===== src/hdl/irmix_pkg.sv =====
`timescale 1ns / 1ps
// Package for the infrared timing random mixer.
// Holds the mixing constants, field widths and the multiplier request type.
// No dependencies.
package irmix_pkg;

	localparam int unsigned WordW  = 32;
	localparam int unsigned ValueW = 20;
	localparam int unsigned ProdW  = 2 * WordW;

	localparam logic [WordW-1:0] GoldenMix   = 32'h9E37_79B9;
	localparam logic [WordW-1:0] FmixMulA    = 32'h85EB_CA77;
	localparam logic [WordW-1:0] FmixMulB    = 32'hC2B2_AE3D;
	localparam logic [WordW-1:0] DecimalSpan = 32'd1_000_000;
	localparam logic [ValueW-1:0] ValueMax   = 20'd999_999;

	typedef struct packed {
		logic [WordW-1:0] a;
		logic [WordW-1:0] b;
	} mul_req_t;

	function automatic logic [WordW-1:0] fold_timing(
		input logic [WordW-1:0] s,
		input logic [WordW-1:0] t
	);
		return s ^ t ^ (s << 5) ^ (s >> 3);
	endfunction

endpackage


===== src/hdl/irmix_stream_if.sv =====
`timescale 1ns / 1ps
// Valid/ready channel interfaces for the infrared timing random mixer.
// Depends on irmix_pkg for the field widths.
interface irmix_in_if;
	logic                           valid;
	logic                           ready;
	logic [irmix_pkg::WordW-1:0]    pulse_timing;
	logic                           last_timing;
	logic [irmix_pkg::WordW-1:0]    hw_random;

	modport source (output valid, pulse_timing, last_timing, hw_random, input ready);
	modport sink (input valid, pulse_timing, last_timing, hw_random, output ready);
endinterface

interface irmix_out_if;
	logic                           valid;
	logic                           ready;
	logic [irmix_pkg::ValueW-1:0]   random_value;
	logic [irmix_pkg::WordW-1:0]    signal_seed;

	modport source (output valid, random_value, signal_seed, input ready);
	modport sink (input valid, random_value, signal_seed, output ready);
endinterface


===== src/hdl/irmix_mul.sv =====
`timescale 1ns / 1ps
// Shared 32 x 32 multiplier with a registered 64-bit product.
// Depends on irmix_pkg for the request type and widths.
module irmix_mul (
	input  logic                          clk,
	input  irmix_pkg::mul_req_t           req,
	output logic [irmix_pkg::ProdW-1:0]   prod
);

	logic [irmix_pkg::ProdW-1:0] prod_q;

	always_ff @(posedge clk) begin
		prod_q <= {{irmix_pkg::WordW{1'b0}}, req.a} * {{irmix_pkg::WordW{1'b0}}, req.b};
	end

	assign prod = prod_q;

endmodule


===== src/hdl/irmix_seq.sv =====
`timescale 1ns / 1ps
// Sequencer of the mixer: seed folding, finalizer steps and the result register.
// Depends on irmix_pkg and the channel interfaces; drives the shared multiplier.
module irmix_seq (
	input  logic                          clk,
	input  logic                          arst_n,
	irmix_in_if.sink                      pulses,
	irmix_out_if.source                   results,
	output irmix_pkg::mul_req_t           mul_req,
	input  logic [irmix_pkg::ProdW-1:0]   prod
);

	localparam logic [3:0] S_IDLE = 4'd0;
	localparam logic [3:0] S_M1   = 4'd1;
	localparam logic [3:0] S_F1   = 4'd2;
	localparam logic [3:0] S_M2   = 4'd3;
	localparam logic [3:0] S_F2   = 4'd4;
	localparam logic [3:0] S_M3   = 4'd5;
	localparam logic [3:0] S_F3   = 4'd6;
	localparam logic [3:0] S_M4   = 4'd7;
	localparam logic [3:0] S_DONE = 4'd8;

	logic [3:0]                        state_q;
	logic [irmix_pkg::WordW-1:0]       acc_q;
	logic [irmix_pkg::WordW-1:0]       seed_q;
	logic [irmix_pkg::WordW-1:0]       hwr_q;
	logic [irmix_pkg::WordW-1:0]       x_q;
	logic                              out_valid_q;
	logic [irmix_pkg::ValueW-1:0]      value_q;
	logic [irmix_pkg::WordW-1:0]       seed_out_q;
	logic [irmix_pkg::WordW-1:0]       folded;
	logic [irmix_pkg::WordW-1:0]       mix;
	logic                              in_beat;
	logic                              out_free;

	assign in_beat  = pulses.valid && pulses.ready;
	assign out_free = !out_valid_q || results.ready;
	assign folded   = irmix_pkg::fold_timing(acc_q, pulses.pulse_timing);

	assign pulses.ready         = (state_q == S_IDLE);
	assign results.valid        = out_valid_q;
	assign results.random_value = value_q;
	assign results.signal_seed  = seed_out_q;

	always_comb begin
		mul_req.a = x_q;
		case (state_q)
			S_M1: begin
				mul_req.a = seed_q;
				mul_req.b = irmix_pkg::GoldenMix;
			end
			S_M2: mul_req.b = irmix_pkg::FmixMulA;
			S_M3: mul_req.b = irmix_pkg::FmixMulB;
			default: mul_req.b = irmix_pkg::DecimalSpan;
		endcase
	end

	always_comb begin
		if (state_q == S_F1) begin
			mix = hwr_q + prod[irmix_pkg::WordW-1:0];
		end else begin
			mix = prod[irmix_pkg::WordW-1:0];
		end
	end

	always_ff @(posedge clk) begin
		case (state_q)
			S_IDLE: begin
				if (in_beat) begin
					seed_q <= folded;
					hwr_q  <= pulses.hw_random;
				end
			end
			S_F1: x_q <= mix ^ (mix >> 15);
			S_F2: x_q <= mix ^ (mix >> 13);
			S_F3: x_q <= mix ^ (mix >> 16);
			S_DONE: begin
				if (out_free) begin
					value_q    <= prod[irmix_pkg::WordW +: irmix_pkg::ValueW];
					seed_out_q <= seed_q;
				end
			end
			default: begin
			end
		endcase
	end

	always_ff @(posedge clk or negedge arst_n) begin
		if (!arst_n) begin
			state_q     <= S_IDLE;
			acc_q       <= '0;
			out_valid_q <= 1'b0;
		end else begin
			if (results.valid && results.ready && state_q != S_DONE) begin
				out_valid_q <= 1'b0;
			end
			case (state_q)
				S_IDLE: begin
					if (in_beat) begin
						if (pulses.last_timing) begin
							acc_q   <= '0;
							state_q <= S_M1;
						end else begin
							acc_q <= folded;
						end
					end
				end
				S_M1: state_q <= S_F1;
				S_F1: state_q <= S_M2;
				S_M2: state_q <= S_F2;
				S_F2: state_q <= S_M3;
				S_M3: state_q <= S_F3;
				S_F3: state_q <= S_M4;
				S_M4: state_q <= S_DONE;
				S_DONE: begin
					if (out_free) begin
						out_valid_q <= 1'b1;
						state_q     <= S_IDLE;
					end
				end
				default: state_q <= S_IDLE;
			endcase
		end
	end

`ifndef SYNTHESIS
	a_last_starts_mix: assert property (@(posedge clk) disable iff (!arst_n)
		in_beat && pulses.last_timing |=> state_q == S_M1 && acc_q == '0)
		else $error("last beat did not start the finalizer with a cleared seed");
	a_plain_stays_idle: assert property (@(posedge clk) disable iff (!arst_n)
		in_beat && !pulses.last_timing |=> state_q == S_IDLE)
		else $error("timing beat without last flag left the idle state");
	a_result_from_done: assert property (@(posedge clk) disable iff (!arst_n)
		$rose(results.valid) |-> $past(state_q) == S_DONE)
		else $error("result appeared without a finished mix");
	a_value_range: assert property (@(posedge clk) disable iff (!arst_n)
		results.valid |-> results.random_value <= irmix_pkg::ValueMax)
		else $error("random value above six decimal digits");
`endif

endmodule


===== src/hdl/ir_timing_seeded_random_mixer.sv =====
`timescale 1ns / 1ps
// Top level of the infrared timing random mixer.
// Depends on irmix_pkg, the channel interfaces, irmix_seq and irmix_mul.
//
// Channel   Role    Fields
// pulses    sink    pulse_timing[31:0], last_timing, hw_random[31:0]
// results   source  random_value[19:0], signal_seed[31:0]
//
// A beat without last_timing is folded into the seed register.
// A beat with last_timing then runs the finalizer: four passes through the shared
// 32 x 32 multiplier, three add or shift-xor steps and one high-word capture.
// The result waits in an output register; timing beats are taken meanwhile,
// and a new final beat holds in its last step until the register is free.
// arst_n clears the sequencer, the seed and the result valid flag.
module ir_timing_seeded_random_mixer (
	input  logic          clk,
	input  logic          arst_n,
	irmix_in_if.sink      pulses,
	irmix_out_if.source   results
);

	irmix_pkg::mul_req_t             mul_req;
	logic [irmix_pkg::ProdW-1:0]     prod;

	irmix_seq u_seq (
		.clk     (clk),
		.arst_n  (arst_n),
		.pulses  (pulses),
		.results (results),
		.mul_req (mul_req),
		.prod    (prod)
	);

	irmix_mul u_mul (
		.clk  (clk),
		.req  (mul_req),
		.prod (prod)
	);

endmodule


===== src/flat_wrapper.sv =====
// flat-port wrapper written by rule: the top's interface ports become plain ports
module ir_timing_seeded_random_mixer_flat 
  (clk, arst_n, pulses_valid, pulses_pulse_timing, pulses_last_timing, pulses_hw_random, pulses_ready, results_valid, results_random_value, results_signal_seed, results_ready);
  irmix_in_if pulses_i ();
  irmix_out_if results_i ();
  input  logic clk;
  input  logic arst_n;
  input wire logic [$bits(pulses_i.valid)-1:0] pulses_valid;
  input wire logic [$bits(pulses_i.pulse_timing)-1:0] pulses_pulse_timing;
  input wire logic [$bits(pulses_i.last_timing)-1:0] pulses_last_timing;
  input wire logic [$bits(pulses_i.hw_random)-1:0] pulses_hw_random;
  output wire logic [$bits(pulses_i.ready)-1:0] pulses_ready;
  output wire logic [$bits(results_i.valid)-1:0] results_valid;
  output wire logic [$bits(results_i.random_value)-1:0] results_random_value;
  output wire logic [$bits(results_i.signal_seed)-1:0] results_signal_seed;
  input wire logic [$bits(results_i.ready)-1:0] results_ready;
  assign pulses_i.valid = pulses_valid;
  assign pulses_i.pulse_timing = pulses_pulse_timing;
  assign pulses_i.last_timing = pulses_last_timing;
  assign pulses_i.hw_random = pulses_hw_random;
  assign pulses_ready = pulses_i.ready;
  assign results_valid = results_i.valid;
  assign results_random_value = results_i.random_value;
  assign results_signal_seed = results_i.signal_seed;
  assign results_i.ready = results_ready;
  ir_timing_seeded_random_mixer u_core (.clk(clk), .arst_n(arst_n), .pulses(pulses_i), .results(results_i));
endmodule

===== config.mk =====
export PLATFORM = sky130hd
export DESIGN_NAME = ir_timing_seeded_random_mixer_flat
export DESIGN_NICKNAME = d
export VERILOG_FILES = /design/src/hdl/irmix_pkg.sv /design/src/hdl/irmix_stream_if.sv /design/src/hdl/irmix_mul.sv /design/src/hdl/irmix_seq.sv /design/src/hdl/ir_timing_seeded_random_mixer.sv /design/src/flat_wrapper.sv
export SDC_FILE = /design/constraint.sdc
export NUM_CORES = 2
export LEC_CHECK = 0
export BUFFER_PORTS_ARGS = -buffer_cell sky130_fd_sc_hd__buf_2
export CORE_AREA = 3 3 391 393
export CTS_BUF_LIST = sky130_fd_sc_hd__clkbuf_8
export DETAILED_ROUTE_END_ITERATION = 16
export DIE_AREA = 0 0 394 396
export PLACE_DENSITY = 0.41
export SLEW_MARGIN = 10
export SYNTH_ARGS = -nofsm -noshare
export SYNTH_HDL_FRONTEND = slang
export SYNTH_SLANG_ARGS = --single-unit

===== constraint.sdc =====
create_clock -name clk -period 16.3 [get_ports clk]
set_clock_uncertainty 0.05 [all_clocks]
set_input_delay 1.63 -clock clk [delete_from_list [all_inputs] [get_ports clk]]
set_output_delay 1.63 -clock clk [all_outputs]
set_load 0.005 [all_outputs]

Word level (Yosys, flattened, before mapping)

Cells that the tools add are included.

Input bits: 69
Output and inout port bits: 54
Word-level logic and storage cells: 51
Bits in registers: 237

Bitwise operators: 6
Reductions and logical operators: 10
Add/subtract/negate cells: 1
Multipliers: 1
Muxes and demuxes: 12
Equal/unequal tests: 12

Operators by type and width:

| kind                 | count |
|---|---|
| $pmux W32 S3         | 2 |
| $mux W32             | 3 |
| $xor A32 B32 Y32     | 2 |
| $mul A32 B32 Y52     | 1 |
| $pmux W4 S9          | 1 |
| $add A32 B32 Y32     | 1 |
| $xor A32 B16 Y32     | 1 |
| $xor A32 B17 Y32     | 1 |
| $xor A32 B19 Y32     | 1 |
| $xor A32 B29 Y32     | 1 |
| $eq A4 B3 Y1 const B | 4 |
| $mux W4              | 3 |
| $eq A4 B2 Y1 const B | 2 |
| $eq A4 B1 Y1 const B | 1 |
| $eq A4 B4 Y1 const B | 1 |
| $logic_not A4 Y1     | 1 |
| $ne A2 B2 Y1 const B | 2 |
| $ne A4 B4 Y1 const B | 1 |
| $reduce_and A2 Y1    | 2 |
| $logic_and A1 B1 Y1  | 3 |
| $mux W1              | 3 |
| $reduce_and A3 Y1    | 1 |
| $reduce_bool A3 Y1   | 1 |
| $ne A2 B1 Y1 const B | 1 |
| 2 further kinds      | 2 |

Longest topological paths before layout

Depth after elaboration: 5
Gate-level depth with buffers: 38

Hierarchy

Synthesis repeated with hierarchy kept, for this count alone.

Cells, all modules: 4604
Area, all modules: 45064.5 um^2

By module, submodules not included:

| module    | times used | cells each | seq. area each (um^2) | area each (um^2) |
|---|---|---|---|---|
| irmix_mul | 1          | 3764       | 1281.2                | 34784.6 |
| irmix_seq | 1          | 840        | 5370.2                | 10279.9 |

Worst setup path before layout

Ideal clock, no wire load.

Kind: register to register
Start point: reg u_core.u_seq.state_q[1]
End point: reg u_core.u_mul.prod_q, in the netlist u_core.u_mul.prod[42]
Slack: 7479 ps
Required time: 16136 ps
Cell stages (with the launch flop): 37
Buffers on the path: 5
Arrival: 8657 ps
Cell sequence: dfrtp_1 buf_6 nor4b_4 buf_4 clkbuf_1 buf_1 nor2b_1 nor2_1 inv_1 nand2_1 inv_1 fa_1 inv_1 fa_1 inv_1 fa_1 inv_1 fa_1 inv_1 fa_1 fa_1 fa_1 inv_1 fa_1 inv_1 ha_1 clkbuf_1 a21o_1 a21oi_1 o21ai_0 a21oi_1 a31oi_1 or3_1 a31o_2 a31o_2 mux2i_1 a2111oi_0

Cells in the longest elaborated chain, start to end: 3
Elaborated cells on any way between the ends: 6

Ends and longest elaborated chain:

| item                                            | RTL line         | RTL |
|---|---|---|
| start: declaration                              | irmix_seq.sv:23  | `logic [3:0] state_q;` |
| start signal: assignment                        | irmix_seq.sv:90  | `state_q <= S_IDLE;` |
| start signal: assignment                        | irmix_seq.sv:102 | `state_q <= S_M1;` |
| start signal: assignment                        | irmix_seq.sv:108 | `S_M1: state_q <= S_F1;` |
| $eq A4 B3 Y1, or another cell as far along      | irmix_seq.sv:47  | `case (state_q)` |
| $pmux W32 S3 / $mux W32 (equally long branches) | irmix_seq.sv:47  |  |
| $mul A32 B32 Y52 *                              | irmix_mul.sv:13  | `prod_q <= {{irmix_pkg::WordW{1'b0}}, req.a} * {{irmix_pkg::WordW{1'b0}}, req.b};` |
| end signal: assignment                          | irmix_mul.sv:13  |  |
| end: declaration                                | irmix_mul.sv:10  | `logic [irmix_pkg::ProdW-1:0] prod_q;` |

Every way passes the cells marked *; elsewhere a longest branch is shown, timed or not.
A chain may end at the register's enable or synchronous reset.

Worst setup path after layout

Start point: reg u_core.u_seq.state_q[0]
End point: reg u_core.u_mul.prod_q, in the netlist u_core.u_mul.prod[35]

The elaborated chain is that of the path after synthesis.

==> out/qor.yml <==
rsz0062_at_grt: "false"
die_h_um: 396
synth_ff_type: "edfxtp_1"
dieWidth_um: 394
ys_seq_area_frac: 0.172
cp_common_cell: "fa_1"
cts_tree: "yes"
dr_total_vias: 25657
post_cts_resized: 0
cts-root-buf: "clkbuf_8"
dpl_cell_area_um2: 40300
cpPeakStageDelay_ns: 1.02
synth_area_leaders: "fa_1 (41%), edfxtp_1 (12%), inv_1 (9.9%)"
core_area_um2: 150000
postSynthCellCount: 3652
slowest_stage: "a31oi_1"
final-hold-violation-count: 0
fin_nets: 4879
worst_pin_slew_ns: 1.23
drt_iter0_drc: 2046
drt_first_pass_iters: 5
grt_usage: 0.183
fmax_ghz: 0.0885
status: "complete, no violations"
synth_top_area_share: 0.415
insertion_delay_ns: 0.69
io_pins: 123
remaining_drc_errors: 0
grt_pass1_wl_um: 204000
dieArea_um2: 156000
ys_warn_count: 0
cts.path.max_buffers: 3
drv_cap: 0
place_inst: 5721
fin_cells: 5814
cts_setup_buffers: 0
ant_nets: 0
crit_path_max_fanout: 41
dp_hpwl_um: 125000
synth_cell_types: 87
slew_violations: 0
netlist.top_cell.by_area: "fa_1"
min_path_type: "reg -> reg"
period_share: 0.694
rrSetupSlack_ns: 5.00
htreeDepth: 2
synth_area_per_cell_um2: 10.2
antenna_found_initial: 11
n_fill_cell: 15900
grt_max_degree: 57
gr-total-overflow: 0
io_buffer_count: 122
wire_per_inst_um: 24.5
clkSlewWorstSetupHoldPaths_ns: 0.07
multiInputGateArea_um2: 26800
worst_slew_margin_rel: 0.174
worstPathRequired_ns: 16.87
routabilityCongestion: 0.960
syn_area_um2: 37300
cp.arrival_ns: 11.87
setup_tns_ns: 0
num_rows: 142
critPathKind: "reg -> reg"
design_area_um2: 41400
crit_path_end_kind: "flop"
ff_latch_area_um2: 6410
async_flop_share: 0.156
drive_above_1_share: 0.0745
totalWireLength_um: 142000
grt_pass1_vias: 27374
synth_edf_count: 148
vias_per_cell: 4.41
holdBufCountCts: 0
synth_seq_cells: 237
start_kind: "flop"
setup_violations: 0
synthToLayoutAreaGrowth_pct: 10.9
start_util: 0.249
cts_inserted_buffers: 49
cts_sinks: 237
fin_crit_ns: 11.31
synth_nets: 4775
[flip-flops by register name, summed over array words and instances (netlist names)]
name,count
u_core.u_mul.prod,52
u_core.u_seq.acc_q,32
u_core.u_seq.hwr_q,32
u_core.u_seq.results.signal_seed,32
u_core.u_seq.seed_q,32
u_core.u_seq.x_q,32
u_core.u_seq.results.random_value,20
u_core.u_seq.state_q,4
u_core.u_seq.results.valid,1
[layout by cell type, fill, tap and decap left out, drive strengths merged, types with 7 or more instances in the layout]
cell type and n:
inv 1018, fa 773, ha 281, nand2 264, nor2 179, xnor2 164
buf 150, edfxtp 148, a21oi 93, o21ai 76, xor2 75, clkbuf 55
dfxtp 52, a21o 46, dfrtp 37, a22o 33, nand3 31, and2 30
nor3 23, and3 18, nor2b 15, mux2i 15, a31o 14, a31oi 13
nand2b 13, o21a 12, o21bai 11, a211oi 11, nand4 10, o221ai 10
clkinv 8, o211ai 7, a221o 7, nor4 7, or2 7
[metal layers]
layer / part of all wire / vias up / wire length, um / track usage
met5: 0.00048 / - / 69 / 0
met4: 0.032 / 12 / 4620 / 0.0564
met3: 0.066 / 148 / 9380 / 0.0305
met2: 0.45 / 907 / 64600 / 0.287
met1: 0.45 / 13210 / 63700 / 0.257
li1: - / 11380 / - / -
[cell usage after synthesis (4+ instances only)]
cell type / number
o21a_1: 12
a221oi_1: 4
nor2_1: 177
a221o_1: 7
o22ai_1: 4
a21o_1: 46
dfxtp_1: 52
o21ai_0: 60
dfrtp_1: 37
o31a_1: 5
buf_2: 4
nand2b_1: 13
nor2b_1: 15
mux2i_1: 14
o21bai_1: 11
buf_1: 11
fa_1: 773
and4_1: 5
o211ai_1: 7
nor4_1: 7
a21oi_1: 91
and3_1: 18
o221ai_1: 10
xnor2_1: 163
a211oi_1: 11
nor3b_1: 4
nand4_1: 10
inv_1: 987
nand2_1: 262
xor2_1: 75
nor3_1: 23
inv_2: 9
edfxtp_1: 148
o21ai_1: 14
ha_1: 281
clkbuf_1: 79
a22oi_1: 6
or2_2: 4
a22o_1: 33
a31oi_1: 13
a31o_2: 14
and2_1: 29
or3_1: 5
nand3_1: 31
[path summary, 6_finish.rpt]
check / from / to / cells past startpoint
worst max-delay path: u_core.u_seq.state_q[0] / u_core.u_mul.prod[35] / 33
worst min-delay path: u_core.u_mul.prod[44] / u_core.u_seq.results.random_value[12] / 0
worst max register to register: u_core.u_seq.state_q[0] / u_core.u_mul.prod[35] / 33
worst min register to register: u_core.u_mul.prod[44] / u_core.u_seq.results.random_value[12] / 0
max in group asynchronous: arst_n / u_core.u_seq.results.valid / 1
min in group asynchronous: arst_n / u_core.u_seq.acc_q[13] / 1
[area by class of cell]
class,count,area share
multi-input cells,2322,0.648
flip-flops and latches,237,0.155
inverters,996,0.0904
well taps,2016,0.0610
repair buffers,150,0.0198
clock buffers,55,0.0183
clock inverters,37,0.00711
diodes,1,0.0000605
[cells by family (layout without fill, tap and decap cells)]
| group | Yosys count | count (layout) | synth area share |
|---|---|---|---|
| buffers and inverters | 1093 | 1238 | 0.111 |
| adders and majority gates | 1054 | 1054 | 0.509 |
| and+or+nand+nor | 625 | 625 | 0.0760 |
| AOI/OAI and AO/OA | 387 | 387 | 0.0712 |
| xor gates and xnor gates | 239 | 239 | 0.0563 |
| DFF | 237 | 237 | 0.172 |
| muxes | 17 | 17 | 0.00496 |
| other | 0 | 1 | 0 |
[critical path, delay by kind of cell, from the launching register on]
kind	cells	cell delay, ns
adder cells (fa/ha/maj)	9	4.54
AO/OA/AOI/OAI	10	3.27
buffers and inverters	8	1.49
AND/OR/NAND/NOR	5	1.07
flip-flops	1	0.67
XOR/XNOR	1	0.13
[metrics by stage]
step	hold slack, ns	setup WS (ns)	util
2_1_floorplan	0.336	7.48	-
3_3_place_gp	0.338	3.90	0.269
3_5_place_dp	0.339	5.14	0.269
4_1_cts	0.351	5.11	0.276
5_1_grt	0.359	4.72	0.276
6_report	0.346	5.00	0.276
Power is left out: the tool's default activity adds up to more than one toggle a clock period on the data nets, which glitch-free logic cannot reach.
